$ cat src/rtl/bitmap_inode_sector_allocator_core_defines.svh
// Assertion macros shared by the allocator RTL.
`ifndef BITMAP_INODE_SECTOR_ALLOCATOR_CORE_DEFINES_SVH
`define BITMAP_INODE_SECTOR_ALLOCATOR_CORE_DEFINES_SVH

`ifndef ASSERT_OFF
`define BISA_ASSERT(lbl, clk, rst, prop, msg) \
   lbl: assert property (@(posedge clk) disable iff (rst) prop) else $error(msg);
`define BISA_ASSERT_NEVER(lbl, clk, rst, expr, msg) \
   lbl: assert property (@(posedge clk) disable iff (rst) !(expr)) else $error(msg);
`else
`define BISA_ASSERT(lbl, clk, rst, prop, msg)
`define BISA_ASSERT_NEVER(lbl, clk, rst, expr, msg)
`endif

`endif

$ cat src/rtl/bisa_pkg.sv
// Shared types, codes and constants of the bitmap inode and sector allocator.
package bisa_pkg;

   localparam int SECTOR_BYTES_DEF     = 512;
   localparam int IMAP_MAX_SECTORS_DEF = 1;
   localparam int SMAP_MAX_SECTORS_DEF = 8;

   localparam int OP_W       = 2;
   localparam int COUNT_W    = 8;
   localparam int INDEX_W    = 12;
   localparam int VALUE_W    = 8;
   localparam int NUMBER_W   = 17;
   localparam int STATUS_W   = 2;
   localparam int REQ_DATA_W = 32;
   localparam int RSP_DATA_W = 24;

   localparam int CSR_INDEX_W = 2;
   localparam int CSR_DATA_W  = 16;
   localparam int IMAP_REG_W  = 1;
   localparam int SMAP_REG_W  = 4;
   localparam int FDS_W       = 16;
   localparam int SEC_W       = 7;

   localparam logic [7:0] FULL_BYTE = 8'hFF;

   typedef enum logic [OP_W-1:0] {
      OP_ALLOC_INODE     = 2'd0,
      OP_ALLOC_SECTORS   = 2'd1,
      OP_LOAD_INODE_MAP  = 2'd2,
      OP_LOAD_SECTOR_MAP = 2'd3
   } op_type;

   typedef enum logic [STATUS_W-1:0] {
      STAT_OK      = 2'd0,
      STAT_FULL    = 2'd1,
      STAT_OVERLAP = 2'd2
   } status_type;

   typedef enum logic [CSR_INDEX_W-1:0] {
      CSR_INODE_MAP_SECTORS  = 2'd0,
      CSR_SECTOR_MAP_SECTORS = 2'd1,
      CSR_FIRST_DATA_SECTOR  = 2'd2
   } csr_type;

   typedef enum logic [2:0] {
      S_CLEAR,
      S_IDLE,
      S_SCAN,
      S_MARK,
      S_RUN_RD,
      S_RUN_WR,
      S_DONE
   } state_type;

   typedef struct packed {
      logic clear_step;
      logic start;
      logic scan_step;
      logic set_full;
      logic mark;
      logic run_read;
      logic run_write;
      logic publish;
   } cmd_type;

   typedef struct packed {
      logic   clear_last;
      op_type req_op;
      logic   req_count_zero;
      op_type cur_op;
      logic   scan_hit;
      logic   scan_empty;
      logic   run_fits;
      logic   run_last;
      logic   rsp_free;
   } dp_status_type;

endpackage

$ cat src/rtl/bisa_ctrl.sv
// Sequencer of the allocator: clear pass, map scan, run marking and result hand-off.
module bisa_ctrl (
   input  logic                   clock,
   input  logic                   reset,
   input  logic                   req_tvalid,
   output logic                   req_tready,
   input  bisa_pkg::dp_status_type stat,
   output bisa_pkg::cmd_type       cmd
);

   bisa_pkg::state_type state_ff, state_in;

   always_ff @(posedge clock) begin
      if (reset) begin
         state_ff <= bisa_pkg::S_CLEAR;
      end else begin
         state_ff <= state_in;
      end
   end

   always_comb begin
      state_in   = state_ff;
      cmd        = '0;
      req_tready = 1'b0;
      unique case (state_ff)
         bisa_pkg::S_CLEAR: begin
            cmd.clear_step = 1'b1;
            if (stat.clear_last) begin
               state_in = bisa_pkg::S_IDLE;
            end
         end
         bisa_pkg::S_IDLE: begin
            req_tready = 1'b1;
            if (req_tvalid) begin
               cmd.start = 1'b1;
               unique case (stat.req_op)
                  bisa_pkg::OP_ALLOC_INODE: state_in = bisa_pkg::S_SCAN;
                  bisa_pkg::OP_ALLOC_SECTORS: begin
                     state_in = stat.req_count_zero ? bisa_pkg::S_DONE : bisa_pkg::S_SCAN;
                  end
                  default: state_in = bisa_pkg::S_DONE;
               endcase
            end
         end
         bisa_pkg::S_SCAN: begin
            cmd.scan_step = 1'b1;
            if (stat.scan_hit) begin
               if (stat.cur_op == bisa_pkg::OP_ALLOC_INODE) begin
                  state_in = bisa_pkg::S_MARK;
               end else if (stat.run_fits) begin
                  state_in = bisa_pkg::S_RUN_RD;
               end else begin
                  cmd.set_full = 1'b1;
                  state_in     = bisa_pkg::S_DONE;
               end
            end else if (stat.scan_empty) begin
               cmd.set_full = 1'b1;
               state_in     = bisa_pkg::S_DONE;
            end
         end
         bisa_pkg::S_MARK: begin
            cmd.mark = 1'b1;
            state_in = bisa_pkg::S_DONE;
         end
         bisa_pkg::S_RUN_RD: begin
            cmd.run_read = 1'b1;
            state_in     = bisa_pkg::S_RUN_WR;
         end
         bisa_pkg::S_RUN_WR: begin
            cmd.run_write = 1'b1;
            state_in      = stat.run_last ? bisa_pkg::S_DONE : bisa_pkg::S_RUN_RD;
         end
         bisa_pkg::S_DONE: begin
            // hold the result until the output register is free
            if (stat.rsp_free) begin
               cmd.publish = 1'b1;
               state_in    = bisa_pkg::S_IDLE;
            end
         end
         default: state_in = bisa_pkg::S_CLEAR;
      endcase
   end

endmodule

$ cat config.mk
export PLATFORM = sky130hd
export DESIGN_NAME = bisa_ctrl
export DESIGN_NICKNAME = d
export VERILOG_FILES = /design/src/rtl/bitmap_inode_sector_allocator_core_defines.svh /design/src/rtl/bisa_pkg.sv /design/src/rtl/bisa_ctrl.sv
export SDC_FILE = /design/constraint.sdc
export NUM_CORES = 1
export LEC_CHECK = 0
export BUFFER_PORTS_ARGS = -buffer_cell sky130_fd_sc_hd__clkbuf_2
export CORE_AREA = 2 2 39 41
export CTS_CLUSTER_DIAMETER = 150
export CTS_CLUSTER_SIZE = 24
export DETAILED_ROUTE_END_ITERATION = 12
export DIE_AREA = 0 0 41 43
export PLACE_DENSITY = 0.54
export SYNTH_ARGS = -nofsm -noshare
export SYNTH_HDL_FRONTEND = slang
export SYNTH_SLANG_ARGS = --single-unit
export TNS_END_PERCENT = 1
$ cat constraint.sdc
create_clock -name clock -period 1.45 [get_ports clock]
set_input_delay 0.0725 -clock clock [delete_from_list [all_inputs] [get_ports clock]]
set_output_delay 0.0725 -clock clock [all_outputs]
set_load 0.02 [all_outputs]
==> results of run 1 <==
stage by stage:
step | power (mW) | util (%)
after global placement | 0.863 | 37.3
after global routing | 1.24 | 43.0
after CTS | 1.09 | 42.0
after floorplan | 0.636 | -
after detailed placement | 0.863 | 37.3
final | 1.13 | 43.0
cells by family (layout without fill, tap and decap cells):
family / after synthesis / count (layout) / share of synthesized area, %
DFF: 3 / 3 / 16.6
buffers and inverters: 8 / 38 / 9.65
muxes: 1 / 1 / 2.76
and+or+nand+nor: 25 / 25 / 43.5
AOI/OAI and AO/OA: 14 / 14 / 27.6
power groups by stage:
stage / registers [mW] / clock network, mW / logic [mW]
final: 0.192 / 0.144 / 0.796
after global routing: 0.200 / 0.165 / 0.878
after CTS: 0.185 / 0.151 / 0.750
after detailed placement: 0.178 / 0 / 0.685
after global placement: 0.178 / 0 / 0.685
after floorplan: 0.145 / 0 / 0.491
worst max path at each step:
stage,start,to,slack (ns),depth (start not counted)
after CTS,state_ff[1],cmd[4],-0.01,4
after global placement,state_ff[0],state_ff[0],0.02,4
after global routing,state_ff[1],cmd[4],-0.06,4
final,state_ff[1],cmd[4],-0.008,4
after floorplan,state_ff[2],cmd[1],0.09,3
after detailed placement,state_ff[1],state_ff[0],0.02,4
layer usage:
layer  global-route usage, %  share of wire (%)
met4                    14.7                1.2
met3                    3.66                5.4
met5                       0                  0
met1                    15.3                 44
met2                    19.4                 50
worst register-to-register path, cell delays in order, from the launching register on:
cell and delay, ns:
dfxtp_2 0.34, or4b_1 0.55, a21oi_2 0.19, o31ai_1 0.08
nor3b_1 0.14
final cells by class:
cell class / count / area share (%)
Clock buffer: 4 / 4.41
Tap cell: 16 / 3.36
Inverter: 4 / 2.52
Multi-Input combinational cell: 40 / 48.1
Sequential cell: 3 / 10.9
Timing Repair Buffer: 30 / 30.7
repair_timing:
item	in CTS	in global routing
endpoints found under the setup margin	1	6
hold endpoints to repair	0	0
hold buffers	0	0
resized for setup	6	6
buffers inserted	3	0
cell usage in the layout (no fill, tap or decap), types with 2 or more instances in the layout:
master,netlist,routed
a21oi_1,2,2
a21oi_2,2,2
and2_1,3,2
and3_1,2,2
buf_4,1,9
clkbuf_2,0,20
clkbuf_4,0,3
inv_1,4,4
nor2b_1,2,2
nor3_1,6,6
nor3b_1,3,2
o21ai_0,3,3
or3b_4,0,2
==> impl_results.md, run 1 <==
* Top reg by flops: state_ff
* Worst skew pair latency at approximately 0.23 ns
* Yosys warns at 0
* Initial antenna violation count at 0
* Failing checks: negative setup slack
* #FFs+latches synth at 3
* Worst reg2reg path endpoint: state_ff[0]
* Top cell type's share of synthesized area at around 17%
* Routed WL at between 1000 and 1500 µm
* Clk_skew at between 0.0003 and 0.0004 ns
* Min-Delay Path Depth at 2
* Detailed-router iteration count before antenna repair at 4
* Post-Syn Nets at 65
* Maximum single-stage delay on the critical path at 0.40 ns
* Post-route cell area at between 500 and 600 µm²
* Pin count of the biggest net entering global routing at 10
* Vias in the first global route at around 420
* Sw Pwr at about 0.51 mW
* IO Count at 23
* Seq/Total Area, Yosys at 16.6%
* Syn_area_per_cell at roughly 7 µm²
* CP max FO at 7
* Endpoint type of the worst setup path: output port
* Area grow syn2layout at 64.1%
* Ys async rst share at 0%
* FF-to-FF setup slack at ~0.040 ns
* Post-placement setup slack at approximately 0.023 ns
* Hold path endpoint: state_ff[0]
* Max FFs per register at 3
* CTS Buf Count at 3
* Max Slew Vio Count at 0
* GP Congestion at roughly 0.78
* Port-buffer cells at 22
* Hold WS at 0.0862 ns
* Clk sink count at 3
* Global-route wire length before repair at roughly 1600 µm
* Period minus WS final at between 1 and 1.5 ns
* Non-filler cells, final at 97
* Biggest regs: state_ff (3)
* Period utilisation layout at 101%
* RR Startpoint: state_ff[0]
* Clk slew on worst S/H paths at about 0.04 ns
* CP delay by family, top: simple AND/OR/NAND/NOR gates
* Vias at 494
* Drt wl/cell at approximately 12 µm
* Placed cells at 90
* Layout fillers at 152
* Gr usage total at between 10% and 20%
* Via density at 5.09
* Max-Slew Margin vs Limit at between 80% and 90%
* Synth Cell Area at roughly 360 µm²
* CP Launch Type: register
* Final setup TNS at -0.00804 ns
* Critical path cell sequence: or3b_4 -> a21oi_2 -> and2_4 -> buf_8
* Status: finished, violations left
* DRC violations left at 0
* Sequential cell area at about 65 µm²
* Maximum vdd ir drop at between 800 and 900 µV
* Area contributors post-synth: dfxtp_1 17%, nor3_1 8.3%, nor3b_1 6.2%
* 1st-iter DRT viols at 10
* RSZ-0062 raised after global routing: yes
* Final ANT Viol Nets at 0
* Final worst setup slack at -0.00804 ns
* Yosys top cell by area: dfxtp_1
* Slowest CP cell: or3b_4
* CTS HTree Levels at 1
* Final hold violation count at 0
* Crit path buf inv count at 1
* P_int at 0.624 mW
* CP arrival at around 1.4 ns
* Distinct cells, synth at 29
* Top cells by count, synth: 6 x nor3_1, 4 x inv_1
* Share of layout cells above drive strength 1 at 50.6%
* Die Height at 43 µm
* Post-synth top flop: dfxtp_1
* Area of the core at 1380 µm²
* CTS tree: done
* Placed Area at 515 µm²
* HP Start: reset
* EDFF count, synth at 0
* Most frequent cell after synthesis: nor3_1
* Footprint of the multi-input gates at 287 µm²
* CTS Root Cell: clkbuf_4
* GRT overflow at 0
* P_leak at 0.293 nW
* Combinational share of power at a little over two thirds
* Worst hold path class: input port to register
* Worst-case reg-to-reg path depth at 4
* Sw frac at between 40% and 50%
* F_max at 686 MHz
* Gate Count Post-Synth at 51
* Required time worst endpoint at between 1 and 1.5 ns
* DIE AREA at around 1800 µm²
* Final net count at between 90 and 100
* WS Path Type: register to output port
* Slew @ Worst Pin at between 0.2 and 0.3 ns
* Dpl hpwl at 804 µm
* PwrDens at between 1500 and 2000 nW/µm²
* Initial Utilization at roughly a quarter
* Setup Viol. Count Final at 1
* Sequential power share at between 10% and 20%
* Clock Power Share at 12.8%
* Die Wd at between 40 and 50 µm
* Max cap viols at 0
* Clock Path Buffers at 2
* Antenna cell count at 0
* Std cell rows at 14
Note: power is estimated with default switching activity, not from simulation.
==> inputs of run 2 (changes only) <==
--- a/config.mk
+++ b/config.mk
@@ -11,7 +11,9 @@
 export CTS_CLUSTER_SIZE = 24
 export DETAILED_ROUTE_END_ITERATION = 12
 export DIE_AREA = 0 0 41 43
+export GPL_TIMING_DRIVEN = 0
 export PLACE_DENSITY = 0.54
+export SLEW_MARGIN = 10
 export SYNTH_ARGS = -nofsm -noshare
 export SYNTH_HDL_FRONTEND = slang
 export SYNTH_SLANG_ARGS = --single-unit
==> impl_results.md, run 2 (synthesis results as in run 1) <==
* 1st-iter DRT viols at 9
* Biggest regs: state_ff (3)
* Detailed-router iteration count before antenna repair at 4
* Gr usage total at ~14%
* Initial Utilization at a little over a quarter
* Initial antenna violation count at 0
* Status: finished, violations left
* Total chip power at between 1 and 1.5 mW
* CTS Buf Count at 3
* WS Path Type: register to output port
* Final hold violation count at 0
* Crit. Startpoint: state_ff[1]
* Worst-case reg-to-reg path depth at 5
* Global-route wire length before repair at 1680 µm
* RSZ-0062 raised after global routing: yes
* GRT overflow at 0
* PwrDens at about 1900 nW/µm²
* Hold path endpoint: state_ff[0]
* Setup Viol. Count Final at 1
* GP Congestion at ~0.7
* Routed WL at ~1100 µm
* Hold buffer count at cts at 0
* Drt wl/cell at ~11 µm
* Required time worst endpoint at approximately 1.4 ns
* Slew @ Worst Pin at between 0.3 and 0.4 ns
* Maximum vdd ir drop at ~1000 µV
* Worst reg2reg path endpoint: state_ff[2]
* Die Wd at approximately 40 µm
* Max FFs per register at 3
* Most frequent cells in the layout: 20 x clkbuf_2, 6 x nor3_1, 4 x inv_1, 4 x buf_4
* Top reg by flops: state_ff
* Share of layout cells above drive strength 1 at between 40% and 50%
* FF-to-FF setup slack at 0.04 ns
* Area grow syn2layout at 59.7%
* F_max at a little under 700 MHz
* Die Height at approximately 43 µm
* P_leak at around 0.28 nW
* Min-Delay Path Depth at 2
* Most common library cell in the layout ignoring fill and taps: clkbuf_2
* Final net count at between 90 and 100
* Clk sink count at 3
* CTS Root Cell: clkbuf_4
* Max-Slew Margin vs Limit at around three quarters
* CP Launch Type: register
* Final setup TNS at -0.0220 ns
* DIE AREA at between 1500 and 2000 µm²
* Final worst setup slack at -0.0220 ns
* Failing checks: negative setup slack
* Endpoint type of the worst setup path: output port
* Post-route cell area at 579 µm²
* Period minus WS final at 1.47 ns
* Antenna cell count at 0
* Layout fillers at about 150
* Worst hold path class: input port to register
* Vias at between 400 and 500
* Pin count of the biggest net entering global routing at 11
* Clk_skew at 0.000204 ns
* Final ANT Viol Nets at 0
* Dpl hpwl at about 750 µm
* Port-buffer cells at 22
* DRC violations left at 0
* Clock Path Buffers at 2
* Std cell rows at 14
* HP Start: reset
* IO Count at 23
* CP arrival at ~1.4 ns
* CTS tree: done
* Worst skew pair latency at ~0.23 ns
* Vias in the first global route at around 410
* Clk slew on worst S/H paths at ~0.04 ns
* Placed Area at ~500 µm²
* CTS HTree Levels at 1
* RR Startpoint: state_ff[1]
* Period utilisation layout at 102%
* Area of the core at between 1000 and 1500 µm²
* Max cap viols at 0
* Via density at approximately 5.0
* Max Slew Vio Count at 0
* CP max FO at 8
==> run 2: cell count changes in the layout (fill, tap and decap cells not counted), sizes merged <==
| cell | change |
|---|---|
| buf | -3 |
| clkbuf | +1 |
==> run 2: final cells by class <==
class / instances / area, µm² / share of cell area (%)
plain buffers: 3 / 16.3 / 2.81
clock buffers: 4 / 26.3 / 4.54
inverters: 4 / 15.0 / 2.59
multi-input cells: 40 / 284 / 49.0
flip-flops and latches: 3 / 66.3 / 11.4
well taps: 16 / 20.0 / 3.46
repair buffers: 25 / 151 / 26.1
==> run 2: worst max-delay path: stages, from the launching register on <==
cell and delay (ns):
dfxtp_4 0.36, or3b_4 0.39, a21oi_2 0.14, and2_4 0.17, buf_8 0.10
==> run 2: worst max path at each step <==
stage | end | slack [ns] | cells after the start
floorplan | cmd[1] | 0.09 | 3
detailed placement | state_ff[0] | 0.04 | 5
global route | cmd[4] | -0.09 | 4
global placement | state_ff[0] | 0.04 | 5
CTS | cmd[4] | -0.07 | 5
finish | cmd[4] | -0.02 | 4
==> run 2: metal layers <==
layer | vias up | global-route usage (%) | wire [µm]
met4 | 0 | 4.00 | 0
met1 | 213 | 20.7 | 512
met5 | - | 0 | 0
li1 | 244 | - | -
met2 | 16 | 18.1 | 487
met3 | 0 | 6.28 | 69
==> run 2: timing repair <==
action	in CTS	in global routing
resized for setup	9	8
setup endpoints to repair	5	9
setup buffers	3	0
==> run 2: metrics by stage <==
stage	instances	hold WS [ns]	setup slack, ns	utilization (%)
after detailed placement	89	0.324	0.0354	36.0
final	95	0.0809	-0.0220	41.9
after CTS	96	0.0700	-0.0726	41.6
after global routing	95	0.0871	-0.0919	41.9
after global placement	89	0.321	0.0372	36.0
after floorplan	51	0.149	0.0857	-
==> run 2: power by group <==
part	switching [mW]	total (mW)	leakage [nW]	internal (mW)
clock	0.0441	0.147	0.0150	0.103
combinational	0.394	0.741	0.237	0.346
sequential	0.0592	0.193	0.0261	0.134
==> inputs of run 3 (changes only) <==
--- a/config.mk
+++ b/config.mk
@@ -12,7 +12,6 @@
 export DETAILED_ROUTE_END_ITERATION = 12
 export DIE_AREA = 0 0 41 43
 export GPL_TIMING_DRIVEN = 0
-export PLACE_DENSITY = 0.54
 export SLEW_MARGIN = 10
 export SYNTH_ARGS = -nofsm -noshare
 export SYNTH_HDL_FRONTEND = slang
==> impl_results.md, run 3 (synthesis results as in run 1) <==
* RSZ-0062 raised after global routing: yes
* DIE AREA at between 1500 and 2000 µm²
* Max cap viols at 0
* Gr usage total at 15.6%
* Hold buffer count at cts at 0
* Clk sink count at 3
* Sequential power share at between 15 and 20%
* Vias in the first global route at about 420
* Combinational share of power at 70.7%
* CTS tree: done
* Most common library cell in the layout ignoring fill and taps: clkbuf_2
* Clock Path Buffers at 2
* P_leak at between 0.2 and 0.3 nW
* Total chip power at around 1.1 mW
* Worst hold path class: input port to register
* P_int at roughly 0.62 mW
* Period minus WS final at around 1.5 ns
* Initial Utilization at approximately a quarter
* F_max at ~690 MHz
* CTS Buf Count at 3
* Top reg by flops: state_ff
* Worst skew pair latency at 0.23 ns
* Period utilisation layout at 100%
* CTS Root Cell: clkbuf_4
* Crit. Startpoint: state_ff[1]
* Drt wl/cell at 12.2 µm
* 1st-iter DRT viols at 16
* Max-Slew Margin vs Limit at 76.5%
* Max Slew Vio Count at 0
* Post-placement setup slack at approximately 0.035 ns
* CP max FO at 6
* Routed WL at 1200 µm
* IO Count at 23
* Required time worst endpoint at roughly 1.4 ns
* Failing checks: negative setup slack
* Port-buffer cells at 22
* Slew @ Worst Pin at 0.352 ns
* Clk slew on worst S/H paths at ~0.030 ns
* Std cell rows at 14
* Sequential cell area at 66.3 µm²
* Biggest regs: state_ff (3)
* Detailed-router iteration count before antenna repair at 4
* Post-route cell area at 616 µm²
* Final net count at just under 100
* Area of the core at approximately 1400 µm²
* Final setup TNS at -0.00713 ns
* Initial antenna violation count at 0
* CP arrival at ~1.4 ns
* Layout fillers at 150
* Global-route wire length before repair at 1850 µm
* HP Start: reset
* Clk_skew at just over 0.0007 ns
* Final worst setup slack at -0.00713 ns
* Footprint of the multi-input gates at just under 300 µm²
* PwrDens at about 1800 nW/µm²
* Status: finished, violations left
* CTS HTree Levels at 1
* Most frequent cells in the layout: 20 x clkbuf_2, 7 x buf_4, 5 x nor3_1, 4 x inv_1
* CP Launch Type: register
* Sw Pwr at just over 0.5 mW
* Final hold violation count at 0
* Share of layout cells above drive strength 1 at 53.7%
* Via density at ~5
* Max FFs per register at 3
* Die Wd at between 40 and 50 µm
* Placed Area at ~500 µm²
* Setup Viol. Count Final at 1
* Die Height at 43 µm
* GRT overflow at 0
* Endpoint type of the worst setup path: output port
* Final ANT Viol Nets at 0
* Maximum vdd ir drop at 864 µV
* DRC violations left at 0
* Sw frac at between 40 and 50%
* RR Startpoint: state_ff[1]
* WS Path Type: register to output port
* Antenna cell count at 0
* Pin count of the biggest net entering global routing at 11
* Vias at 495
* Clock Power Share at 12.7%
* GP Congestion at a little under 0.8
* Dpl hpwl at about 750 µm
* Area grow syn2layout at 69.7%
-- run 3: cell types whose count changed in the layout (fill, tap and decap cells not counted), sizes merged --
cell,previous run,this run
buf,7,10
-- run 3: final cells by class --
cell class,count,share of cell area (%)
buffer,3,2.64
clock buffer,4,4.27
inverter,4,2.44
multi-input combinational,40,48.4
sequential,3,10.8
tap,16,3.25
timing repair buffer,28,28.3
-- run 3: stage by stage --
stage / util [%] / cells / hold slack, ns
after CTS: 43.1 / 97 / 0.0779
after detailed placement: 36.0 / 89 / 0.331
after global placement: 36.0 / 89 / 0.323
after floorplan: - / 51 / 0.149
after global routing: 44.5 / 98 / 0.0940
final: 44.5 / 98 / 0.0878
-- run 3: worst paths after layout --
check	to	slack, ns	cells after the start
max reg2reg	state_ff[0]	0.05	5
min reg2reg	state_ff[2]	0.74	4
max	cmd[4]	-0.007	4
min	state_ff[0]	0.09	2
-- run 3: routing by layer --
metal	routed length [µm]	track usage, %
met1	516	19.4
met2	600	23.1
met3	78	7.85
met4	0	4.00
met5	0	0
-- run 3: critical path: stages (launching register included) --
cell,delay [ns]
dfxtp_4,0.36
or3b_4,0.41
a21oi_4,0.13
and2_4,0.16
buf_8,0.10
-- run 3: timing repair --
item	in CTS	in global routing
pin swaps	3	1
setup buffers	4	2
gates resized for setup	12	8
setup endpoints to repair	4	8
-- run 3: power by group through the flow --
stage               logic, mW  registers [mW]  clock network (mW)
finish                  0.804           0.189               0.145
floorplan               0.491           0.145                   0
global placement        0.654           0.157                   0
global route            0.872           0.197               0.161
CTS                     0.790           0.161               0.155
detailed placement      0.656           0.156                   0
